--- config.mk ---
export PLATFORM = sky130hd
export DESIGN_NAME = insertion_ordered_int_set
export DESIGN_NICKNAME = d
export VERILOG_FILES = /design/src/iois_pkg.sv /design/src/iois_ram.sv /design/src/insertion_ordered_int_set.sv
export SDC_FILE = /design/constraint.sdc
export NUM_CORES = 2
export LEC_CHECK = 0
export BUFFER_PORTS_ARGS = -buffer_cell sky130_fd_sc_hd__buf_2
export CORE_ASPECT_RATIO = 0.5
export CORE_MARGIN = 3
export CORE_UTILIZATION = 40
export CTS_CLUSTER_SIZE = 14
export DETAILED_ROUTE_END_ITERATION = 16
export SLEW_MARGIN = 10
export SYNTH_ARGS = -nofsm -noshare
export SYNTH_HDL_FRONTEND = slang
export SYNTH_SLANG_ARGS = --single-unit
--- constraint.sdc ---
create_clock -name i_clk -period 4 [get_ports i_clk]
set_clock_uncertainty 0.1 [all_clocks]
set_input_delay 0.2 -clock i_clk [delete_from_list [all_inputs] [get_ports i_clk]]
set_output_delay 0.2 -clock i_clk [all_outputs]
set_load 0.01 [all_outputs]
--- src/iois_pkg.sv ---
// ----------------------------------------------------------------------------
// iois_pkg
// Shared types and constants for the insertion-ordered integer set.
// ----------------------------------------------------------------------------
package iois_pkg;

    localparam int FUNC_W  = 2;
    localparam int VALUE_W = 32;
    localparam int MCNT_W  = 7;

    typedef logic [FUNC_W-1:0]         t_func;
    typedef logic signed [VALUE_W-1:0] t_value;
    typedef logic [MCNT_W-1:0]         t_mcnt;

    localparam t_func OP_ADD      = 2'd0;
    localparam t_func OP_REMOVE   = 2'd1;
    localparam t_func OP_CONTAINS = 2'd2;
    localparam t_func OP_CLEAR    = 2'd3;

endpackage

--- src/iois_ram.sv ---
// ----------------------------------------------------------------------------
// iois_ram
// Generic single-write, single-read RAM with registered read data.
// ----------------------------------------------------------------------------
module iois_ram #(
    parameter int WIDTH = 32,
    parameter int DEPTH = 64
) (
    input  logic                                          i_clk,
    input  logic                                          i_we,
    input  logic [((DEPTH > 1) ? $clog2(DEPTH) : 1)-1:0] i_waddr,
    input  logic [WIDTH-1:0]                              i_wdata,
    input  logic [((DEPTH > 1) ? $clog2(DEPTH) : 1)-1:0] i_raddr,
    output logic [WIDTH-1:0]                              o_rdata
);

    logic [WIDTH-1:0] r_mem [DEPTH];
    logic [WIDTH-1:0] r_rdata;

    always_ff @(posedge i_clk) begin
        if (i_we) begin
            r_mem[i_waddr] <= i_wdata;
        end
        r_rdata <= r_mem[i_raddr];
    end

    assign o_rdata = r_rdata;

endmodule

--- src/insertion_ordered_int_set.sv ---
// ----------------------------------------------------------------------------
// insertion_ordered_int_set
// Set of distinct signed 32-bit values kept packed in order of first add.
// ----------------------------------------------------------------------------
// One transaction is accepted when start is high and busy is low; busy then
// stays high until the result. Add, remove and contains scan the members one
// per cycle through the single read port of the entry RAM. A remove that
// finds a value then moves each later member down one place, one entry per
// cycle through the same read and write ports. The result is shown on
// o_success, o_full_reject and o_member_count for exactly one cycle with
// o_valid; the receiver cannot stall it, so it must take it in that cycle.
// o_member_count is the low 7 bits of the member count.
module insertion_ordered_int_set #(
    parameter int CAPACITY = 64
) (
    input  logic             i_clk,
    input  logic             i_rst_n,
    input  logic             start,
    output logic             busy,
    input  iois_pkg::t_func  i_func,
    input  iois_pkg::t_value i_value,
    output logic             o_valid,
    output logic             o_success,
    output logic             o_full_reject,
    output iois_pkg::t_mcnt  o_member_count
);

    import iois_pkg::*;

    localparam int AW = (CAPACITY > 1) ? $clog2(CAPACITY) : 1;
    localparam int CW = $clog2(CAPACITY + 1);

    localparam logic [1:0] S_IDLE  = 2'd0;
    localparam logic [1:0] S_SRCH  = 2'd1;
    localparam logic [1:0] S_SHIFT = 2'd2;

    logic [1:0]    r_state, n_state;
    t_func         r_func, n_func;
    t_value        r_value, n_value;
    logic [CW-1:0] r_count, n_count;
    logic [CW-1:0] r_ptr, n_ptr;
    logic          r_pend, n_pend;
    logic [AW-1:0] r_pidx, n_pidx;
    logic          r_valid, n_valid;
    logic          r_ok, n_ok;
    logic          r_full, n_full;

    logic               we;
    logic [AW-1:0]      waddr;
    logic [VALUE_W-1:0] wdata;
    logic [AW-1:0]      raddr;
    logic [VALUE_W-1:0] rdata;
    logic               hit;
    logic               more;
    logic [MCNT_W+CW-1:0] mcnt_ext;

    iois_ram #(
        .WIDTH (VALUE_W),
        .DEPTH (CAPACITY)
    ) u_ram (
        .i_clk   (i_clk),
        .i_we    (we),
        .i_waddr (waddr),
        .i_wdata (wdata),
        .i_raddr (raddr),
        .o_rdata (rdata)
    );

    assign hit  = r_pend && (rdata == r_value);
    assign more = (r_ptr < r_count);

    always_comb begin
        n_state = r_state;
        n_func  = r_func;
        n_value = r_value;
        n_count = r_count;
        n_ptr   = r_ptr;
        n_pend  = 1'b0;
        n_pidx  = r_pidx;
        n_valid = 1'b0;
        n_ok    = r_ok;
        n_full  = r_full;
        we      = 1'b0;
        waddr   = r_count[AW-1:0];
        wdata   = r_value;
        raddr   = r_ptr[AW-1:0];

        unique case (r_state)
            S_IDLE: begin
                if (start) begin
                    n_state = S_SRCH;
                    n_func  = i_func;
                    n_value = i_value;
                    n_ptr   = '0;
                end
            end
            S_SRCH: begin
                if (r_func == OP_CLEAR) begin
                    n_count = '0;
                    n_ok    = 1'b1;
                    n_full  = 1'b0;
                    n_valid = 1'b1;
                    n_state = S_IDLE;
                end else if (hit) begin
                    n_full = 1'b0;
                    unique case (r_func)
                        OP_REMOVE: begin
                            n_state = S_SHIFT;
                            n_ptr   = CW'(r_pidx) + CW'(1);
                        end
                        OP_CONTAINS: begin
                            n_ok    = 1'b1;
                            n_valid = 1'b1;
                            n_state = S_IDLE;
                        end
                        default: begin
                            n_ok    = 1'b0;
                            n_valid = 1'b1;
                            n_state = S_IDLE;
                        end
                    endcase
                end else if (more) begin
                    n_pend = 1'b1;
                    n_pidx = r_ptr[AW-1:0];
                    n_ptr  = r_ptr + CW'(1);
                end else begin
                    n_ok    = 1'b0;
                    n_full  = 1'b0;
                    n_valid = 1'b1;
                    n_state = S_IDLE;
                    if (r_func == OP_ADD) begin
                        if (r_count == CW'(CAPACITY)) begin
                            n_full = 1'b1;
                        end else begin
                            we      = 1'b1;
                            n_count = r_count + CW'(1);
                            n_ok    = 1'b1;
                        end
                    end
                end
            end
            S_SHIFT: begin
                if (r_pend) begin
                    we    = 1'b1;
                    waddr = r_pidx - AW'(1);
                    wdata = rdata;
                end
                if (more) begin
                    n_pend = 1'b1;
                    n_pidx = r_ptr[AW-1:0];
                    n_ptr  = r_ptr + CW'(1);
                end else begin
                    n_count = r_count - CW'(1);
                    n_ok    = 1'b1;
                    n_valid = 1'b1;
                    n_state = S_IDLE;
                end
            end
            default: begin
                n_state = S_IDLE;
            end
        endcase
    end

    always_ff @(posedge i_clk) begin
        if (!i_rst_n) begin
            r_state <= S_IDLE;
            r_count <= '0;
            r_pend  <= 1'b0;
            r_valid <= 1'b0;
        end else begin
            r_state <= n_state;
            r_count <= n_count;
            r_pend  <= n_pend;
            r_valid <= n_valid;
        end
        r_func  <= n_func;
        r_value <= n_value;
        r_ptr   <= n_ptr;
        r_pidx  <= n_pidx;
        r_ok    <= n_ok;
        r_full  <= n_full;
    end

    assign mcnt_ext       = {{MCNT_W{1'b0}}, r_count};
    assign busy           = (r_state != S_IDLE);
    assign o_valid        = r_valid;
    assign o_success      = r_ok;
    assign o_full_reject  = r_full;
    assign o_member_count = mcnt_ext[MCNT_W-1:0];

    a_start_busy: assert property (@(posedge i_clk) disable iff (!i_rst_n)
        (start && !busy) |=> busy)
        else $error("accepted transaction did not raise busy");

    a_fell_valid: assert property (@(posedge i_clk) disable iff (!i_rst_n)
        $fell(busy) |-> o_valid)
        else $error("busy fell without a result");

    a_valid_idle: assert property (@(posedge i_clk) disable iff (!i_rst_n)
        o_valid |-> !busy)
        else $error("result strobe while busy");

    a_count_cap: assert property (@(posedge i_clk) disable iff (!i_rst_n)
        r_count <= CW'(CAPACITY))
        else $error("member count above capacity");

    a_full_excl: assert property (@(posedge i_clk) disable iff (!i_rst_n)
        (o_valid && o_full_reject) |-> (!o_success && r_count == CW'(CAPACITY)))
        else $error("full reject with success or spare room");

endmodule

After elaboration in Yosys (flattened, before gate mapping)
Memories as Yosys holds them, arrays and structs flattened. A register that Yosys moved wholly into a read port is not among the register bits.
Cells that the tools add are included.
Storage, ports and cells
  bits in registers: 60
  latch bits: 0
  memory bits (writable): 2048
  memory bits (read-only): 0
  logic and storage cells: 103
  memories kept: 1
Memory list
  u_ram.r_mem: depth 64, bits a word 32, rd ports 1, clocked after Yosys merged registers in 1, write ports 1, line iois_ram.sv:17  | logic [WIDTH-1:0] r_mem [DEPTH];
Operators by class
  $add $sub $neg: 5
  multiply operators: 0
  div/mod/pow operators: 0
  magnitude comparators: 1
  equality and inequality tests: 19
  shift-type cells: 0
  mux-type cells: 54
  bitwise gates (word level): 0
  reduce and logical (&&, ||, !) cells: 13
Operators with widths (count)
  2-to-1 mux 7 bit: 11
  2-to-1 mux 32 bit: 2
  == test 32 bit: 1
  2-to-1 mux 6 bit: 5
  2-to-1 mux 1 bit: 22
  case mux 7 bit (3 select lines): 1
  adder 7 x 1 -> 7 bit (second input constant): 2
  case mux 7 bit (2 select lines): 1
  != test 3 bit (second input constant): 4
  case mux 6 bit (2 select lines): 1
  2-to-1 mux 2 bit: 5
  case mux 1 bit (2 select lines): 5
  != test 2 bit (second input constant): 4
  != test 4 bit (second input constant): 2
  AND reduction 4 bit: 2
  adder 6 x 1 -> 7 bit (second input constant): 1
  == test 7 bit (second input constant): 1
  less-than comparator 7 bit: 1
  subtractor 7 x 1 -> 7 bit (second input constant): 1
  == test 2 bit (second input constant): 3
  != test 3 x 2 -> 1 bit (second input constant): 2
  case mux 2 bit (3 select lines): 1
  AND reduction 6 bit: 1
  subtractor 6 x 1 -> 6 bit (second input constant): 1
  8 further kinds: 12

Longest topological paths before layout
  depth after elaboration: 9
  depth in mapped cells: 10
  depth with buffers taken out: 8

Cells and area by module
A second synthesis with hierarchy kept.
Second synthesis, totals
  cells, all modules: 3698
  area total of the unflattened synthesis: 82381.5 um^2
By module, submodules not included
  iois_ram: instances 1, cells each 3324, area each 78512.8 um^2, seq. area each 62139.6 um^2
  insertion_ordered_int_set: instances 1, cells each 374, area each 3868.7 um^2, seq. area each 1691.6 um^2

Worst setup path after synthesis
Ideal clock, no wire load.
  path kind: register to register
  start point: reg r_count[2], in the netlist o_member_count[2]
  end point: mem u_ram.r_mem[10][0], enable pin
  setup time: 0.421 ns
  arrival time: 3.648 ns
  required time: 3.479 ns
  path slack: -0.169 ns
  cell stages (with the launch flop): 11
  buffers on the path: 2
  clock period less this slack: 4.169 ns
  path through: dfxtp_1 -> clkbuf_1 -> inv_1 -> ha_1 -> nand2_1 -> o21a_1 -> o21ai_1 -> and4_1 -> buf_2 -> a31oi_1 -> nor2_1
On the way
  word-level cells in the longest chain between the ends: 9
RTL lines
  start: declaration: line insertion_ordered_int_set.sv:40  | logic [CW-1:0] r_count, n_count;
  start signal: assignment: line insertion_ordered_int_set.sv:173  | r_count <= n_count;
  branches (longest 9 deep; another with less-than comparator 7 bit)
  end: declaration: line iois_ram.sv:17
Several ways; the timed one is not identified.

==> qor.txt <==
Crit path buffers/inverters = 2
Initial Util = 0.404
Sw Ratio = 0.217
gr usage total = 0.196
switching power = 9.94 mW
Chip Width = 648 um
Highest Clock Rate = 0.252 GHz
average wire per standard cell = 30.6 um
num rows = 117
H-tree Lvls = 4
Setup Viol. Count Final = 0
fill count = 16577
HP Start = i_value[22]
HPWL Detailed = 113000 um
layout cells sized above 1 = 0.311
routability cong. = 0.885
Syn Inst Count = 3535
Syn. warnings = 0
Crit. End Element = register
final worst path period share = 0.993
final core occ = 0.463
largest buffer count on any clock path = 3
Crit Path Category = reg2reg
Pint = 35.8 mW
Mean Syn Cell Area = 23.3 sq um
Comb power frac = 0.072
Hold Violations, Final = 0
first-pass GRT wire length = 296000 um
worst hold slack = 0.0657 ns
via count = 38966
Root Driver = clkbuf_16
Worst-path clk slew = 0.07 ns
Cells after DPL = 6343
gr busiest metal = met2
Setup Fix Bufs, Post-CTS = 0
Die Y-Extent = 327 um
setup TNS = 0 ns
Core Footprint = 0.204 sq mm
Post-synth EDFFs = 2097
top cells by area, synth = edfxtp_1 76%, mux4_2 17%, dfxtp_1 1.0%
Synth area leader = edfxtp_1
Min-Delay Path Depth = 2
fin area = 0.0945 sq mm
Async S/R FF share, synth = 0
Crit Path Max Fanout = 160
Area Growth Syn to Fin = 14.7%
WP data required = 4.57 ns
Flop pwr share = 0.545
CTS Buf Count = 192
Cell Chain, Critical Path = buf_12 -> buf_16 -> mux4_2 -> mux4_2 -> a22oi_1 -> nand2_1
Ports = 48
largest net degree at the start of global routing = 161
Synth Register Bits = 2140
Detailed Route WL = 206000 um
CTS tree = built
met1 Track Usage GR = 0.280
Hold Path End = r_value[22]
met2 Use GR = 0.306
Reg2Reg Setup Slack = 0.03 ns
register area share after synthesis = 0.775
PortBufs = 47
GRT met3 Usage = 0.0382
RR Endpoint = u_ram.o_rdata[6]
CP arrival = 4.54 ns
Leak Pwr = 28.8 nW
syn_nets = 3592
antenna violations before repair = 3
Syn Std Cell Area = 0.0824 sq mm
worst r2r src = r_ptr[1]
CP max-delay cell = a22oi_1
# DRC = 0
maxcap violations = 0
CP peak stage delay = 0.78 ns
R2R depth = 6
Yosys cell types = 54
Max-slew headroom = 0.199
Synth Flop Type = edfxtp_1
status = finished clean
CP delay by family, top = buffers and inverters
CTS Sinks = 2140
Initial DRT Pass Iterations = 6
Clk pwr share = 0.384
peak supply drop = 0.000465 V
die area = 0.212 sq mm
Yosys top cell area share = 0.765
measured slew at the worst slew-check pin = 1.20 ns
Cell Pwr Density = 484 mW/mm^2
Routed Antenna Nets = 0
routed vias/inst = 5.77
Max Slew Vio Count = 0
Cell Area, Placed = 0.0880 sq mm
Initial DRC Count = 4924
nets = 3912
Critical Path Start Type = register
min cycle time layout = 3.97 ns
GR Overflow Total = 0
clk_lat worst skew = 0.82 ns
hold crit path type = in2reg
Critical Path Most Common Cell = mux4_2
Finished Layout Cells = 6750
vias in the first global route = 39822
==> state kept, by name, indices dropped and copies added (netlist names) <==
signal,flops
u_ram.r_mem,2048
r_value,32
u_ram.o_rdata,32
o_member_count,7
r_ptr,7
r_pidx,6
r_func,2
r_state,2
o_full_reject,1
o_success,1
o_valid,1
r_pend,1
==> layer usage <==
metal	routed length (um)	vias to the layer above
met2	98000	1679
met3	15600	291
met1	86300	21257
met5	0	-
met4	6390	0
li1	-	15739
==> power groups by stage <==
stage	combinational [mW]	sequential, mW	clock [mW]
CTS	3.28	24.9	17.9
global route	3.48	24.9	18.8
detailed placement	3.23	25.4	0
floorplan	2.10	25.3	0
global placement	3.19	25.4	0
finish	3.28	24.9	17.5
==> metrics by stage <==
| step | setup slack, ns | total power [mW] |
|---|---|---|
| final | 0.0297 | 45.7 |
| after detailed placement | 0.0245 | 28.6 |
| after global placement | 0.0294 | 28.6 |
| after CTS | 0.00434 | 46.0 |
| after global routing | -0.0404 | 47.2 |
| after floorplan | -0.169 | 27.4 |
==> cells in the final DEF, fill, tap and decap left out, drive strengths merged, types with 5 or more instances in the layout <==
cell type	Yosys	routed
edfxtp	2097	2097
mux4	640	640
clkbuf	93	251
buf	85	249
nand2	166	166
nor2	102	102
clkinv	0	77
a22oi	67	67
dlygate4sd3	0	55
dfxtp	43	43
xnor2	35	35
inv	20	27
ha	20	20
o21ai	15	15
nand3	14	14
xor2	12	12
nand4	12	12
a31oi	12	12
a21oi	11	11
nor3	10	10
bufinv	0	10
mux2i	8	8
and2	8	8
nor4	5	5
o22ai	5	5
o21a	5	5
o31ai	5	5
nor2b	5	5
or2	5	5
==> synth_stat cells (6+ instances only) <==
master,count
buf_2,37
ha_1,20
edfxtp_1,2097
and2_1,8
nor3_1,10
xnor2_1,35
a21oi_1,11
xor2_1,12
clkbuf_1,93
buf_4,20
inv_1,20
a31oi_1,11
nand3_1,14
nor2_1,102
o21ai_0,11
buf_6,6
buf_1,22
a22oi_1,67
nand4_1,12
mux2i_1,8
dfxtp_1,43
mux4_2,640
nand2_1,166
==> timing repair <==
item / in CTS / in global routing
hold buffers: 55 / 0
resized for setup: 0 / 10
endpoints found under the setup margin: 0 / 12
hold endpoints to repair: 50 / 0
==> how the worst max path moves through the flow <==
stage                      startpoint                 end  slack [ns]  cells after the start
finish                       r_ptr[1]    u_ram.o_rdata[6]        0.03                      6
floorplan           o_member_count[2]  u_ram.r_mem[10][0]       -0.17                     10
global route                 r_ptr[1]   u_ram.o_rdata[18]       -0.04                      6
global placement             r_ptr[1]   u_ram.o_rdata[15]        0.03                      6
CTS                          r_ptr[1]   u_ram.o_rdata[13]       0.004                      6
detailed placement           r_ptr[1]   u_ram.o_rdata[13]        0.02                      6
==> cell type report <==
cell class | count | area (sq um) | area share
inverters | 20 | 75.1 | 0.000795
multi-input cells | 1197 | 18300 | 0.194
repair buffers | 304 | 2980 | 0.0316
well taps | 2737 | 3420 | 0.0362
diodes | 3 | 7.51 | 0.0000795
flip-flops and latches | 2140 | 63800 | 0.676
clock buffers | 251 | 5080 | 0.0538
clock inverters | 98 | 786 | 0.00832
==> kinds of logic (layout without fill, tap and decap cells) <==
group                    Yosys count  in the layout  share of synthesized area
flip-flops                      2140           2140                      0.775
multiplexers                     650            650                      0.176
AND/OR/NAND/NOR                  337            337                     0.0173
buffers and inverters            198            673                     0.0110
AO/OA/AOI/OAI                    143            143                     0.0125
XOR/XNOR                          47             47                    0.00500
adder cells (fa/ha/maj)           20             20                    0.00304
other                              0              3                          0
Power figures use the tool's default switching activity.
